===== src/hw/rtl/amrf_pkg.sv =====
// ----------------------------------------------------------------------------
// amrf_pkg
// Shared types and constants of the audio mixer and register file unit:
// command codes, the register map and the fixed field widths.
// ----------------------------------------------------------------------------
package amrf_pkg;

	// Command carried in tuser of the input word.
	typedef enum logic [2:0] {
		CMD_READ     = 3'd0,
		CMD_WRITE    = 3'd1,
		CMD_RAISE    = 3'd2,
		CMD_SPR_DONE = 3'd3,
		CMD_MIX      = 3'd4
	} cmd_t;

	// Register map within the chip page.
	localparam logic [7:0] ADDR_ATTEN_BASE = 8'h40;
	localparam logic [7:0] ADDR_PAN        = 8'h44;
	localparam logic [7:0] ADDR_STEREO     = 8'h50;
	localparam logic [7:0] ADDR_IRQ_RST    = 8'h80;
	localparam logic [7:0] ADDR_IRQ_SET    = 8'h81;
	localparam logic [7:0] ADDR_HW_REV     = 8'h88;
	localparam logic [7:0] ADDR_SPR_ACK    = 8'h90;
	localparam logic [7:0] ADDR_CPU_SLEEP  = 8'h91;
	localparam logic [7:0] ADDR_DISP_LO    = 8'h94;
	localparam logic [7:0] ADDR_DISP_HI    = 8'h95;
	localparam logic [7:0] ADDR_PAL_BASE   = 8'ha0;

	// Fixed values.
	localparam logic [7:0] HW_REVISION     = 8'h01;
	localparam logic [7:0] REG_UNMAPPED    = 8'hff;
	localparam logic [7:0] REG_ALL_ONES    = 8'hff;
	localparam logic [7:0] DISP_LO_MASK    = 8'hfc;
	localparam logic [7:0] SERIAL_IRQ_MASK = 8'h10;
	localparam logic [7:0] GREEN_MASK      = 8'h0f;
	localparam logic [5:0] GAIN_NEUTRAL    = 6'h3c;
	localparam int         PAL_GREEN_ENTRIES = 16;
	localparam int         MAX_CHANNELS    = 4;

	// Datapath widths.
	localparam int SAMPLE_W    = 8;
	localparam int PROD_W      = 14;
	localparam int MIX_W       = 16;
	localparam int IN_TDATA_W  = 56;
	localparam int OUT_TDATA_W = 64;

endpackage


===== src/hw/rtl/amrf_palette_ram.sv =====
// ----------------------------------------------------------------------------
// amrf_palette_ram
// Palette memory with one write port and one registered read port. Each
// entry has a valid bit cleared by reset; an entry never written reads 0xff.
// ----------------------------------------------------------------------------
module amrf_palette_ram #(
	parameter int ENTRIES = 32
) (
	input  logic                       clk,
	input  logic                       arst_n,
	input  logic                       wr_en,
	input  logic [$clog2(ENTRIES)-1:0] wr_idx,
	input  logic [7:0]                 wr_data,
	input  logic                       rd_en,
	input  logic [$clog2(ENTRIES)-1:0] rd_idx,
	output logic [7:0]                 rd_data
);

	logic [7:0]         mem [ENTRIES];
	logic [ENTRIES-1:0] written_q;
	logic [7:0]         rd_word_q;
	logic               rd_written_q;

	// Valid bits: reset marks every entry as holding its reset value.
	always_ff @(posedge clk or negedge arst_n) begin
		if (!arst_n) begin
			written_q    <= '0;
			rd_written_q <= 1'b0;
		end else begin
			if (wr_en) begin
				written_q[wr_idx] <= 1'b1;
			end
			if (rd_en) begin
				rd_written_q <= written_q[rd_idx];
			end
		end
	end

	// Storage array and registered read data.
	always_ff @(posedge clk) begin
		if (wr_en) begin
			mem[wr_idx] <= wr_data;
		end
		if (rd_en) begin
			rd_word_q <= mem[rd_idx];
		end
	end

	assign rd_data = rd_written_q ? rd_word_q : amrf_pkg::REG_ALL_ONES;

endmodule


===== src/hw/rtl/audio_mixer_and_register_file_unit.sv =====
// ----------------------------------------------------------------------------
// audio_mixer_and_register_file_unit
// Register file and stereo mixer of a handheld system chip: bus reads and
// writes, interrupt raise, sprite-done events and four-channel audio mixing.
// ----------------------------------------------------------------------------
// Path: an input word taken is registered in stage 1, then in the output register,
// from which its result word is offered on the output stream.
// Throughput: one word per cycle; the palette memory port and the per-channel
// multipliers are each used once per word, and the pipeline stalls only when
// the output register is full and not taken.
// Reset: asynchronous, active low; registers return to their reset values and
// palette entries read 0xff until written, with no clearing pass.
// ----------------------------------------------------------------------------
module audio_mixer_and_register_file_unit #(
	parameter int PALETTE_ENTRIES = 32,
	parameter int AUDIO_CHANNELS  = 4
) (
	input  logic        clk,
	input  logic        arst_n,
	// Input stream.
	input  logic        s_axis_tvalid,
	output logic        s_axis_tready,
	// tdata, low bit up: address[7:0], data[15:8], sample_ch0[23:16],
	// sample_ch1[31:24], sample_ch2[39:32], sample_ch3[47:40],
	// serial_irq_active[48], zero fill[55:49].
	input  logic [55:0] s_axis_tdata,
	// tuser: command[2:0].
	input  logic [2:0]  s_axis_tuser,
	// Output stream.
	output logic        m_axis_tvalid,
	input  logic        m_axis_tready,
	// tdata, low bit up: read_data[7:0], mix_left[23:8], mix_right[39:24],
	// irq_line[40], start_sprites[41], display_address[57:42], zero fill[63:58].
	output logic [63:0] m_axis_tdata
);

	localparam int IDX_W = $clog2(PALETTE_ENTRIES);

	// Input word fields.
	amrf_pkg::cmd_t     cmd;
	logic [7:0]         addr;
	logic [7:0]         wdata;
	logic               serial_active;
	logic signed [amrf_pkg::SAMPLE_W-1:0] smp [amrf_pkg::MAX_CHANNELS];

	assign cmd           = amrf_pkg::cmd_t'(s_axis_tuser);
	assign addr          = s_axis_tdata[7:0];
	assign wdata         = s_axis_tdata[15:8];
	assign smp[0]        = s_axis_tdata[23:16];
	assign smp[1]        = s_axis_tdata[31:24];
	assign smp[2]        = s_axis_tdata[39:32];
	assign smp[3]        = s_axis_tdata[47:40];
	assign serial_active = s_axis_tdata[48];

	// Architectural registers.
	logic [7:0]  atten_q [AUDIO_CHANNELS];
	logic [7:0]  pan_q;
	logic [7:0]  stereo_q;
	logic [7:0]  irq_q;
	logic [15:0] disp_q;
	logic        spr_done_q;

	// Pipeline handshake.
	logic s1_valid_s1;
	logic out_valid_q;
	logic out_ready;
	logic accept;

	assign out_ready     = !out_valid_q || m_axis_tready;
	assign s_axis_tready = !s1_valid_s1 || out_ready;
	assign accept        = s_axis_tvalid && s_axis_tready;

	// Decode of the register and palette regions.
	logic             is_read;
	logic             is_write;
	logic             is_mix;
	logic [7:0]       pal_off;
	logic             pal_hit;
	logic [IDX_W-1:0] pal_idx;

	assign is_read  = (cmd == amrf_pkg::CMD_READ);
	assign is_write = (cmd == amrf_pkg::CMD_WRITE);
	assign is_mix   = (cmd == amrf_pkg::CMD_MIX);
	assign pal_off  = addr - amrf_pkg::ADDR_PAL_BASE;
	assign pal_hit  = (addr >= amrf_pkg::ADDR_PAL_BASE) &&
		(pal_off < 8'(PALETTE_ENTRIES));
	assign pal_idx  = pal_off[IDX_W-1:0];

	// Next values of the interrupt flags, sprite flag and display base.
	logic [7:0]  irq_nxt;
	logic [7:0]  clr_mask;
	logic        spr_nxt;
	logic [15:0] disp_nxt;
	logic        start_nxt;

	always_comb begin
		irq_nxt   = irq_q;
		spr_nxt   = spr_done_q;
		disp_nxt  = disp_q;
		start_nxt = 1'b0;
		clr_mask  = serial_active ? (wdata & ~amrf_pkg::SERIAL_IRQ_MASK) : wdata;
		case (cmd)
			amrf_pkg::CMD_WRITE: begin
				case (addr)
					amrf_pkg::ADDR_IRQ_RST:   irq_nxt = irq_q & ~clr_mask;
					amrf_pkg::ADDR_IRQ_SET:   irq_nxt = irq_q | wdata;
					amrf_pkg::ADDR_SPR_ACK:   spr_nxt = 1'b0;
					amrf_pkg::ADDR_CPU_SLEEP: start_nxt = !spr_done_q && (irq_q == 8'h00);
					amrf_pkg::ADDR_DISP_LO:   disp_nxt = {disp_q[15:8], wdata & amrf_pkg::DISP_LO_MASK};
					amrf_pkg::ADDR_DISP_HI:   disp_nxt = {wdata, disp_q[7:0]};
					default: begin
					end
				endcase
			end
			amrf_pkg::CMD_RAISE:    irq_nxt = irq_q | wdata;
			amrf_pkg::CMD_SPR_DONE: spr_nxt = 1'b1;
			default: begin
			end
		endcase
	end

	// Register read mux for everything outside the palette.
	logic [7:0] rd_reg;

	always_comb begin
		rd_reg = amrf_pkg::REG_UNMAPPED;
		case (addr)
			amrf_pkg::ADDR_PAN:     rd_reg = pan_q;
			amrf_pkg::ADDR_STEREO:  rd_reg = stereo_q;
			amrf_pkg::ADDR_IRQ_RST: rd_reg = irq_q;
			amrf_pkg::ADDR_IRQ_SET: rd_reg = irq_q;
			amrf_pkg::ADDR_HW_REV:  rd_reg = amrf_pkg::HW_REVISION;
			default: begin
			end
		endcase
		for (int i = 0; i < AUDIO_CHANNELS; i++) begin
			if (addr == amrf_pkg::ADDR_ATTEN_BASE + 8'(i)) begin
				rd_reg = atten_q[i];
			end
		end
		if (!is_read) begin
			rd_reg = amrf_pkg::REG_UNMAPPED;
		end
	end

	// Channel products: one multiplier per channel and side.
	logic signed [amrf_pkg::PROD_W-1:0] prod_l [AUDIO_CHANNELS];
	logic signed [amrf_pkg::PROD_W-1:0] prod_r [AUDIO_CHANNELS];

	always_comb begin
		logic [5:0]                         gl;
		logic [5:0]                         gr;
		logic signed [amrf_pkg::PROD_W-1:0] sx;
		for (int i = 0; i < AUDIO_CHANNELS; i++) begin
			gl = pan_q[i] ? {atten_q[i][7:4], 2'b00} : amrf_pkg::GAIN_NEUTRAL;
			gr = pan_q[i] ? {atten_q[i][3:0], 2'b00} : amrf_pkg::GAIN_NEUTRAL;
			sx = {{(amrf_pkg::PROD_W - amrf_pkg::SAMPLE_W){smp[i][7]}}, smp[i]};
			prod_l[i] = '0;
			prod_r[i] = '0;
			if (is_mix && !stereo_q[i]) begin
				prod_l[i] = sx * $signed({{(amrf_pkg::PROD_W - 6){1'b0}}, gl});
			end
			if (is_mix && !stereo_q[4 + i]) begin
				prod_r[i] = sx * $signed({{(amrf_pkg::PROD_W - 6){1'b0}}, gr});
			end
		end
	end

	// Architectural register updates on each accepted word.
	always_ff @(posedge clk or negedge arst_n) begin
		if (!arst_n) begin
			for (int i = 0; i < AUDIO_CHANNELS; i++) begin
				atten_q[i] <= amrf_pkg::REG_ALL_ONES;
			end
			pan_q      <= amrf_pkg::REG_ALL_ONES;
			stereo_q   <= '0;
			irq_q      <= '0;
			disp_q     <= '0;
			spr_done_q <= 1'b0;
		end else if (accept) begin
			irq_q      <= irq_nxt;
			disp_q     <= disp_nxt;
			spr_done_q <= spr_nxt;
			if (is_write) begin
				for (int i = 0; i < AUDIO_CHANNELS; i++) begin
					if (addr == amrf_pkg::ADDR_ATTEN_BASE + 8'(i)) begin
						atten_q[i] <= wdata;
					end
				end
				if (addr == amrf_pkg::ADDR_PAN) begin
					pan_q <= wdata;
				end
				if (addr == amrf_pkg::ADDR_STEREO) begin
					stereo_q <= wdata;
				end
			end
		end
	end

	// Palette memory: written and read at the cycle the word is taken.
	logic [7:0] pal_rdata;

	amrf_palette_ram #(
		.ENTRIES(PALETTE_ENTRIES)
	) u_palette (
		.clk     (clk),
		.arst_n  (arst_n),
		.wr_en   (accept && is_write && pal_hit),
		.wr_idx  (pal_idx),
		.wr_data (wdata),
		.rd_en   (accept && is_read && pal_hit),
		.rd_idx  (pal_idx),
		.rd_data (pal_rdata)
	);

	// Stage 1: products, decoded read value and post-step status.
	logic        pal_rd_s1;
	logic        green_s1;
	logic [7:0]  rd_s1;
	logic        irq_s1;
	logic        start_s1;
	logic [15:0] disp_s1;
	logic signed [amrf_pkg::PROD_W-1:0] prod_l_s1 [AUDIO_CHANNELS];
	logic signed [amrf_pkg::PROD_W-1:0] prod_r_s1 [AUDIO_CHANNELS];

	always_ff @(posedge clk or negedge arst_n) begin
		if (!arst_n) begin
			s1_valid_s1 <= 1'b0;
		end else if (s_axis_tready) begin
			s1_valid_s1 <= s_axis_tvalid;
		end
	end

	always_ff @(posedge clk) begin
		if (accept) begin
			pal_rd_s1 <= is_read && pal_hit;
			green_s1  <= pal_off < 8'(amrf_pkg::PAL_GREEN_ENTRIES);
			rd_s1     <= rd_reg;
			irq_s1    <= irq_nxt != 8'h00;
			start_s1  <= start_nxt;
			disp_s1   <= disp_nxt;
			for (int i = 0; i < AUDIO_CHANNELS; i++) begin
				prod_l_s1[i] <= prod_l[i];
				prod_r_s1[i] <= prod_r[i];
			end
		end
	end

	// Stage 2: channel sums and palette read data into the output register.
	logic signed [amrf_pkg::MIX_W-1:0] sum_l;
	logic signed [amrf_pkg::MIX_W-1:0] sum_r;
	logic [7:0]                        rd_fin;

	always_comb begin
		sum_l = '0;
		sum_r = '0;
		for (int i = 0; i < AUDIO_CHANNELS; i++) begin
			sum_l = sum_l + amrf_pkg::MIX_W'(prod_l_s1[i]);
			sum_r = sum_r + amrf_pkg::MIX_W'(prod_r_s1[i]);
		end
		rd_fin = rd_s1;
		if (pal_rd_s1) begin
			rd_fin = green_s1 ? (pal_rdata & amrf_pkg::GREEN_MASK) : pal_rdata;
		end
	end

	logic [63:0] out_word_q;

	always_ff @(posedge clk or negedge arst_n) begin
		if (!arst_n) begin
			out_valid_q <= 1'b0;
		end else if (out_ready) begin
			out_valid_q <= s1_valid_s1;
		end
	end

	always_ff @(posedge clk) begin
		if (out_ready && s1_valid_s1) begin
			out_word_q <= {6'b0, disp_s1, start_s1, irq_s1, sum_r, sum_l, rd_fin};
		end
	end

	assign m_axis_tvalid = out_valid_q;
	assign m_axis_tdata  = out_word_q;

	// Input is refused only while a finished word is waiting downstream.
	assert property (@(posedge clk) disable iff (!arst_n)
		!s_axis_tready |-> (m_axis_tvalid && !m_axis_tready))
		else $error("input stalled without a pending output word");

	// A word held in stage 1 is not lost while the output is blocked.
	assert property (@(posedge clk) disable iff (!arst_n)
		(s1_valid_s1 && !out_ready) |=> s1_valid_s1)
		else $error("stage 1 word dropped during stall");

	// A start-sprites pulse comes from a bus write, never from a mix word.
	assert property (@(posedge clk) disable iff (!arst_n)
		(m_axis_tvalid && m_axis_tdata[41]) |->
			(m_axis_tdata[39:8] == 32'h0 && m_axis_tdata[7:0] == amrf_pkg::REG_UNMAPPED))
		else $error("start-sprites pulse on a non-write word");

endmodule


===== config.mk =====
export PLATFORM = sky130hd
export DESIGN_NAME = audio_mixer_and_register_file_unit
export DESIGN_NICKNAME = d
export VERILOG_FILES = /design/src/hw/rtl/amrf_pkg.sv /design/src/hw/rtl/amrf_palette_ram.sv /design/src/hw/rtl/audio_mixer_and_register_file_unit.sv
export SDC_FILE = /design/constraint.sdc
export NUM_CORES = 1
export LEC_CHECK = 0
export ABC_AREA = 1
export BUFFER_PORTS_ARGS = -buffer_cell sky130_fd_sc_hd__buf_4
export CAP_MARGIN = 20
export CORE_ASPECT_RATIO = 0.6
export CORE_MARGIN = 2
export CORE_UTILIZATION = 30
export CTS_BUF_LIST = sky130_fd_sc_hd__clkbuf_4 sky130_fd_sc_hd__clkbuf_8
export DETAILED_ROUTE_END_ITERATION = 16
export PLACE_DENSITY = 0.43
export SYNTH_ARGS = -nofsm -noshare
export SYNTH_HDL_FRONTEND = slang
export SYNTH_SLANG_ARGS = --single-unit

===== constraint.sdc =====
create_clock -name clk -period 14.1 [get_ports clk]
set_input_delay 0 -clock clk [delete_from_list [all_inputs] [get_ports clk]]
set_output_delay 0 -clock clk [all_outputs]
set_load 0.02 [all_outputs]

* Yosys cells after proc, flatten, opt, wreduce, memory -nomap -nowiden *
Memories as Yosys holds them, arrays and structs flattened. A register that Yosys moved wholly into a read port is not among the register bits.
Index checks and enable logic that the tools add are counted.

word-level totals
  word-level logic and storage cells = 148
  memories kept = 3
  RAM bits = 368
  input port bits = 63
  bits in registers = 194

memory list
  name           depth  bits a word  read ports  clocked after Yosys merged registers in  wr ports  RTL line                                   RTL
  u_palette.mem  32     8            1           1                                        1         amrf_palette_ram.sv:19                     logic [7:0] mem [ENTRIES];
  prod_l_s1      4      14           4           0                                        4         audio_mixer_and_register_file_unit.sv:223  logic signed [amrf_pkg::PROD_W-1:0] prod_l_s1 [AUDIO_CHANNELS];
  prod_r_s1      4      14           4           0                                        4         audio_mixer_and_register_file_unit.sv:224  logic signed [amrf_pkg::PROD_W-1:0] prod_r_s1 [AUDIO_CHANNELS];

operators by class
  reductions and logical operators = 44
  multipliers = 8
  multiplexer cells = 39
  order comparisons = 5
  bitwise operators = 4
  add/subtract/negate cells = 7
  eq/ne operators = 18

operators with widths
  cell                count
  $mul 8x7->14        8
  $mux 14             8
  $eq 8x8->1 const B  7
  $mux 8              7
  $eq 8x7->1 const B  6
  $mux 6              8
  $add 15x14->16      2
  $add 16x14->16      2
  $or 32x32->32       1
  $pmux 16 s2         1
  $pmux 8 s2          2
  $pmux 8 s4          1
  $add 14x14->15      2
  $reduce_and 3->1    7
  $logic_and 1x1->1   18
  $mux 16             1
  $logic_not 1->1     11
  $and 8x8->8         1
  $ge 8x8->1 const B  1
  $logic_not 8->1     1
  $lt 8x5->1 const B  1
  $lt 8x6->1 const B  1
  $not 8->8           1
  $or 8x8->8          1
  18 further kinds    26

* Depth between registers and ports, before layout *
  word-level depth = 8
  depth in mapped cells = 21

* Cells and area by module *
Synthesis repeated with hierarchy kept, for this count alone.

second synthesis, totals
  cells, all modules = 3,547
  area, all modules = 34,459.3 um2

by module, submodules not included
  module                              instances  cells an instance  area an instance (um2)
  audio_mixer_and_register_file_unit  1          2,499              22,357.7
  amrf_palette_ram                    1          1,048              12,101.6

* Least setup slack after synthesis *
No wires, ideal clock.

  path type = register to register
  start = register out_valid_q (netlist: m_axis_tvalid)
  end = register disp_s1[0], enable pin
  arrival = 4.673 ns
  path slack = 8.893 ns
  library setup time = 0.534 ns
  stages on the path, launching flop included = 5
  path through = dfrtp_1 -> nand3_1 -> nand2_2 -> inv_1 -> clkbuf_1

on the way
  word-level cells in the longest chain between the ends = 4

RTL lines
  what                      RTL line                                   RTL
  start: declaration        audio_mixer_and_register_file_unit.sv:65   logic out_valid_q;
  start signal: assignment  audio_mixer_and_register_file_unit.sv:273  out_valid_q <= s1_valid_s1;
  $logic_not 1->1           audio_mixer_and_register_file_unit.sv:69   assign out_ready = !out_valid_q || m_axis_tready;
  $logic_or 1x1->1          audio_mixer_and_register_file_unit.sv:69
  $logic_or 1x1->1          audio_mixer_and_register_file_unit.sv:70   assign s_axis_tready = !s1_valid_s1 || out_ready;
  named net s_axis_tready   audio_mixer_and_register_file_unit.sv:22   output logic s_axis_tready,
  $logic_and 1x1->1         audio_mixer_and_register_file_unit.sv:71   assign accept = s_axis_tvalid && s_axis_tready;
  named net accept          audio_mixer_and_register_file_unit.sv:67   logic accept;
  end signal: assignment    audio_mixer_and_register_file_unit.sv:241  disp_s1 <= disp_nxt;
  end: declaration          audio_mixer_and_register_file_unit.sv:222  logic [15:0] disp_s1;

The timed path passes the listed nets, and every way through them passes these cells.
A chain may end at the register's enable or synchronous reset.

==> flow_metrics.tcl <==
set metrics [dict create \
    synthFlopType "edfxtp_1" \
    finalHoldViolCount 0 \
    drtPass1Iterations 8 \
    antenna_left 0 \
    cp-start-kind "register" \
    required_ns 14.62 \
    final.setup.tns_ns 0 \
    seq_power_share 0.376 \
    place_hpwl_um 71300 \
    placed_area_um2 35900 \
    p_total_mw 5.24 \
    synth-edff-count 442 \
    comb_power_share 0.331 \
    via_count 22736 \
    grt_overflow 0 \
    ys_seq_area_frac 0.481 \
    rsz0062_at_grt "no" \
    critPathKind "reg -> reg" \
    nets 3949 \
    row_count 94 \
    ff_latch_area_um2 16000 \
    end_kind "register" \
    power_frac_clock 0.293 \
    utilization 0.349 \
    drc_errors 0 \
    layout_min_cycle_time_ns 5.25 \
    dr_wl_met2_um 35200 \
    fin_crit_sh 0.373 \
    area_growth_pct 15.0 \
    syn_area_per_cell_um2 10.5 \
    routedWlPerCell_um 19.5 \
    grt_max_degree 108 \
    ys_warn_count 0 \
    dp.cells 4756 \
    synthCells 3188 \
    wl_met1_um 54500 \
    vdd_drop_max_mv 0.0711 \
    cts_made_buffers 92 \
    multi_input_area_um2 15000 \
    ys_types 53 \
    worst_slew_pin_slew_ns 1.03 \
    path_clk_slew_ns 0.07 \
    pwr_density_cell_nw_per_um2 137 \
    dieArea_um2 114000 \
    fin_area_um2 38300 \
    synth-seq-cells 550 \
    cts_root_buffer "clkbuf_8" \
    drive_gt1_frac 0.117 \
    die-width_um 434 \
    start_util 0.303 \
    fin_cells 4976 \
    gp_congestion 0.842 \
    final_cell_mix "527 x inv_1, 467 x nor2_1, 442 x edfxtp_1, 396 x nand2_1, 299 x ha_1" \
    vias_per_cell 4.57 \
    final_common_cell "inv_1" \
    synthArstFlopShare 0.196 \
    routed_wl_um 97200 \
    slew_violations 0 \
    cts_tree "built" \
    cts.sinks 550 \
    swShare 0.350 \
    track_usage 0.173 \
    arrival_ns 5.77 \
    htree_levels 3 \
    fmax_ghz 0.190 \
    grt_pass1_vias 22393 \
    status "finished clean" \
    die_y_um 262 \
    drt_iter0_drc 1918 \
    ios 129 \
    hp-class "in -> reg" \
    holdWs_ns 0.0897 \
    setup_slack_ns 8.85 \
    worst_clock_skew_ns 0.0598 \
    power.switching_mw 1.83 \
    p_int_mw 3.41 \
    io_buffer_count 111 \
    grt_pass1_wl_um 147000 \
    pre_cts_ws_ns 8.93 \
    finalSetupViolCount 0 \
    core_area_um2 110000 \
    clock_latency_ns 0.78 \
    clock_path_buffers 3 \
    routed-wl-met3_um 6310 \
    antenna_found_initial 7 \
    syn_area_um2 33300 \
    routed.top_layer "met5" \
    relSlewSlack 0.313 \
    n_fill_cell 11205 \
    cap_violations 0 \
    leakage_nw 16.9 \
    path_max_fanout 10 \
]
## synth_stat cells, types with 4 or more instances
| library cell | n | area (um2) |
|---|---|---|
| nand2_4 | 6 | 67.6 |
| xor2_1 | 24 | 210 |
| a22oi_1 | 140 | 1050 |
| dfrtp_1 | 68 | 1700 |
| fa_1 | 178 | 3560 |
| buf_1 | 6 | 22.5 |
| nor3_1 | 41 | 205 |
| o22ai_1 | 12 | 75.1 |
| nor2_4 | 5 | 56.3 |
| o21ai_0 | 140 | 701 |
| dfstp_2 | 40 | 1050 |
| buf_6 | 6 | 67.6 |
| buf_4 | 12 | 90.1 |
| nor2_1 | 470 | 1760 |
| xnor2_1 | 34 | 298 |
| clkinv_1 | 4 | 15.0 |
| o21ai_1 | 10 | 50.1 |
| nand2_1 | 396 | 1490 |
| inv_1 | 528 | 1980 |
| buf_2 | 18 | 90.1 |
| nand4_1 | 13 | 81.3 |
| a21oi_1 | 119 | 596 |
| nand2_2 | 7 | 43.8 |
| inv_2 | 5 | 18.8 |
| clkbuf_1 | 18 | 67.6 |
| nand3_1 | 61 | 305 |
| ha_1 | 299 | 3740 |
| o31ai_1 | 5 | 37.5 |
| or2_1 | 8 | 50.1 |
| o22a_1 | 4 | 35.0 |
| edfxtp_1 | 442 | 13300 |
| or2_2 | 33 | 206 |
## power by group through the flow
stage / Combinational (mW) / Sequential (mW) / Clock, mW
finish: 1.74 / 1.97 / 1.54
global route: 2.00 / 1.98 / 1.65
CTS: 1.75 / 1.97 / 1.59
detailed placement: 1.73 / 2.01 / 0
global placement: 1.73 / 2.00 / 0
floorplan: 1.16 / 2.04 / 0
## repair_timing
item,CTS,global route
resized for setup,0,0
buffers inserted,0,0
endpoints found under the hold margin,492,0
hold buffers,47,0
## flip-flops by register name, summed over array words and instances (netlist names), 8 cells and up
register	cells
u_palette.mem	256
m_axis_tdata	54
prod_l_s1	48
prod_r_s1	48
atten_q	32
u_palette.written_q	32
disp_q	16
disp_s1	16
irq_q	8
pan_q	8
rd_s1	8
stereo_q	8
u_palette.rd_word_q	8
## worst max-delay path, stage by stage (launching register included)
cell      delay (ns)
dfstp_2         0.60
clkinv_1        0.24
nor2_1          0.62
nor2_1          0.10
ha_1            0.30
inv_1           0.05
fa_1            0.55
inv_1           0.06
fa_1            0.45
ha_1            0.30
ha_1            0.23
fa_1            0.48
nand3_1         0.11
nand2_1         0.07
nand2_1         0.06
inv_1           0.05
nor2_1          0.08
nor2_1          0.04
nor2_1          0.12
o21ai_0         0.09
a21oi_1         0.40
## routing by layer
metal / vias to the layer above / global-route usage
met2: 536 / 0.214
met3: 81 / 0.0379
li1: 11036 / -
met5: - / 0
met1: 11081 / 0.294
met4: 2 / 0.0332
## kinds of logic after synthesis
| family | synth area share |
|---|---|
| buf+inv | 0.0708 |
| simple gates | 0.132 |
| compound gates | 0.0816 |
| xor+xnor | 0.0152 |
| other cells | 0.000113 |
| flops | 0.481 |
| fa+ha+maj | 0.219 |
## final timing paths
| path | slack [ns] | end | startpoint | depth (start not counted) |
|---|---|---|---|---|
| max in group asynchronous | 12.44 | stereo_q[0]$_DFFE_PN0P_ | arst_n | 5 |
| min reg2reg | 0.41 | m_axis_tdata[55]$_DFFE_PP_ | disp_s1[13]$_DFFE_PP_ | 0 |
| max | 8.85 | prod_l_s1[1][12]$_SDFFCE_PN0P_ | pan_q[1]$_DFFE_PN1P_ | 20 |
| min in group asynchronous | 0.48 | irq_q[0]$_DFFE_PN0P_ | arst_n | 4 |
| max reg2reg | 8.85 | prod_l_s1[1][12]$_SDFFCE_PN0P_ | pan_q[1]$_DFFE_PN1P_ | 20 |
| min | 0.09 | m_axis_tvalid$_DFFE_PN0P_ | m_axis_tready | 5 |
## area by class of cell
cell class,count,area share
sequential,550,0.418
multi-input combinational,2049,0.391
inverter,538,0.0529
tap,1488,0.0486
clock buffer,146,0.0451
timing repair buffer,178,0.0379
clock inverter,26,0.00607
antenna,1,0.0000653
Note: power is estimated with default switching activity, not from simulation.
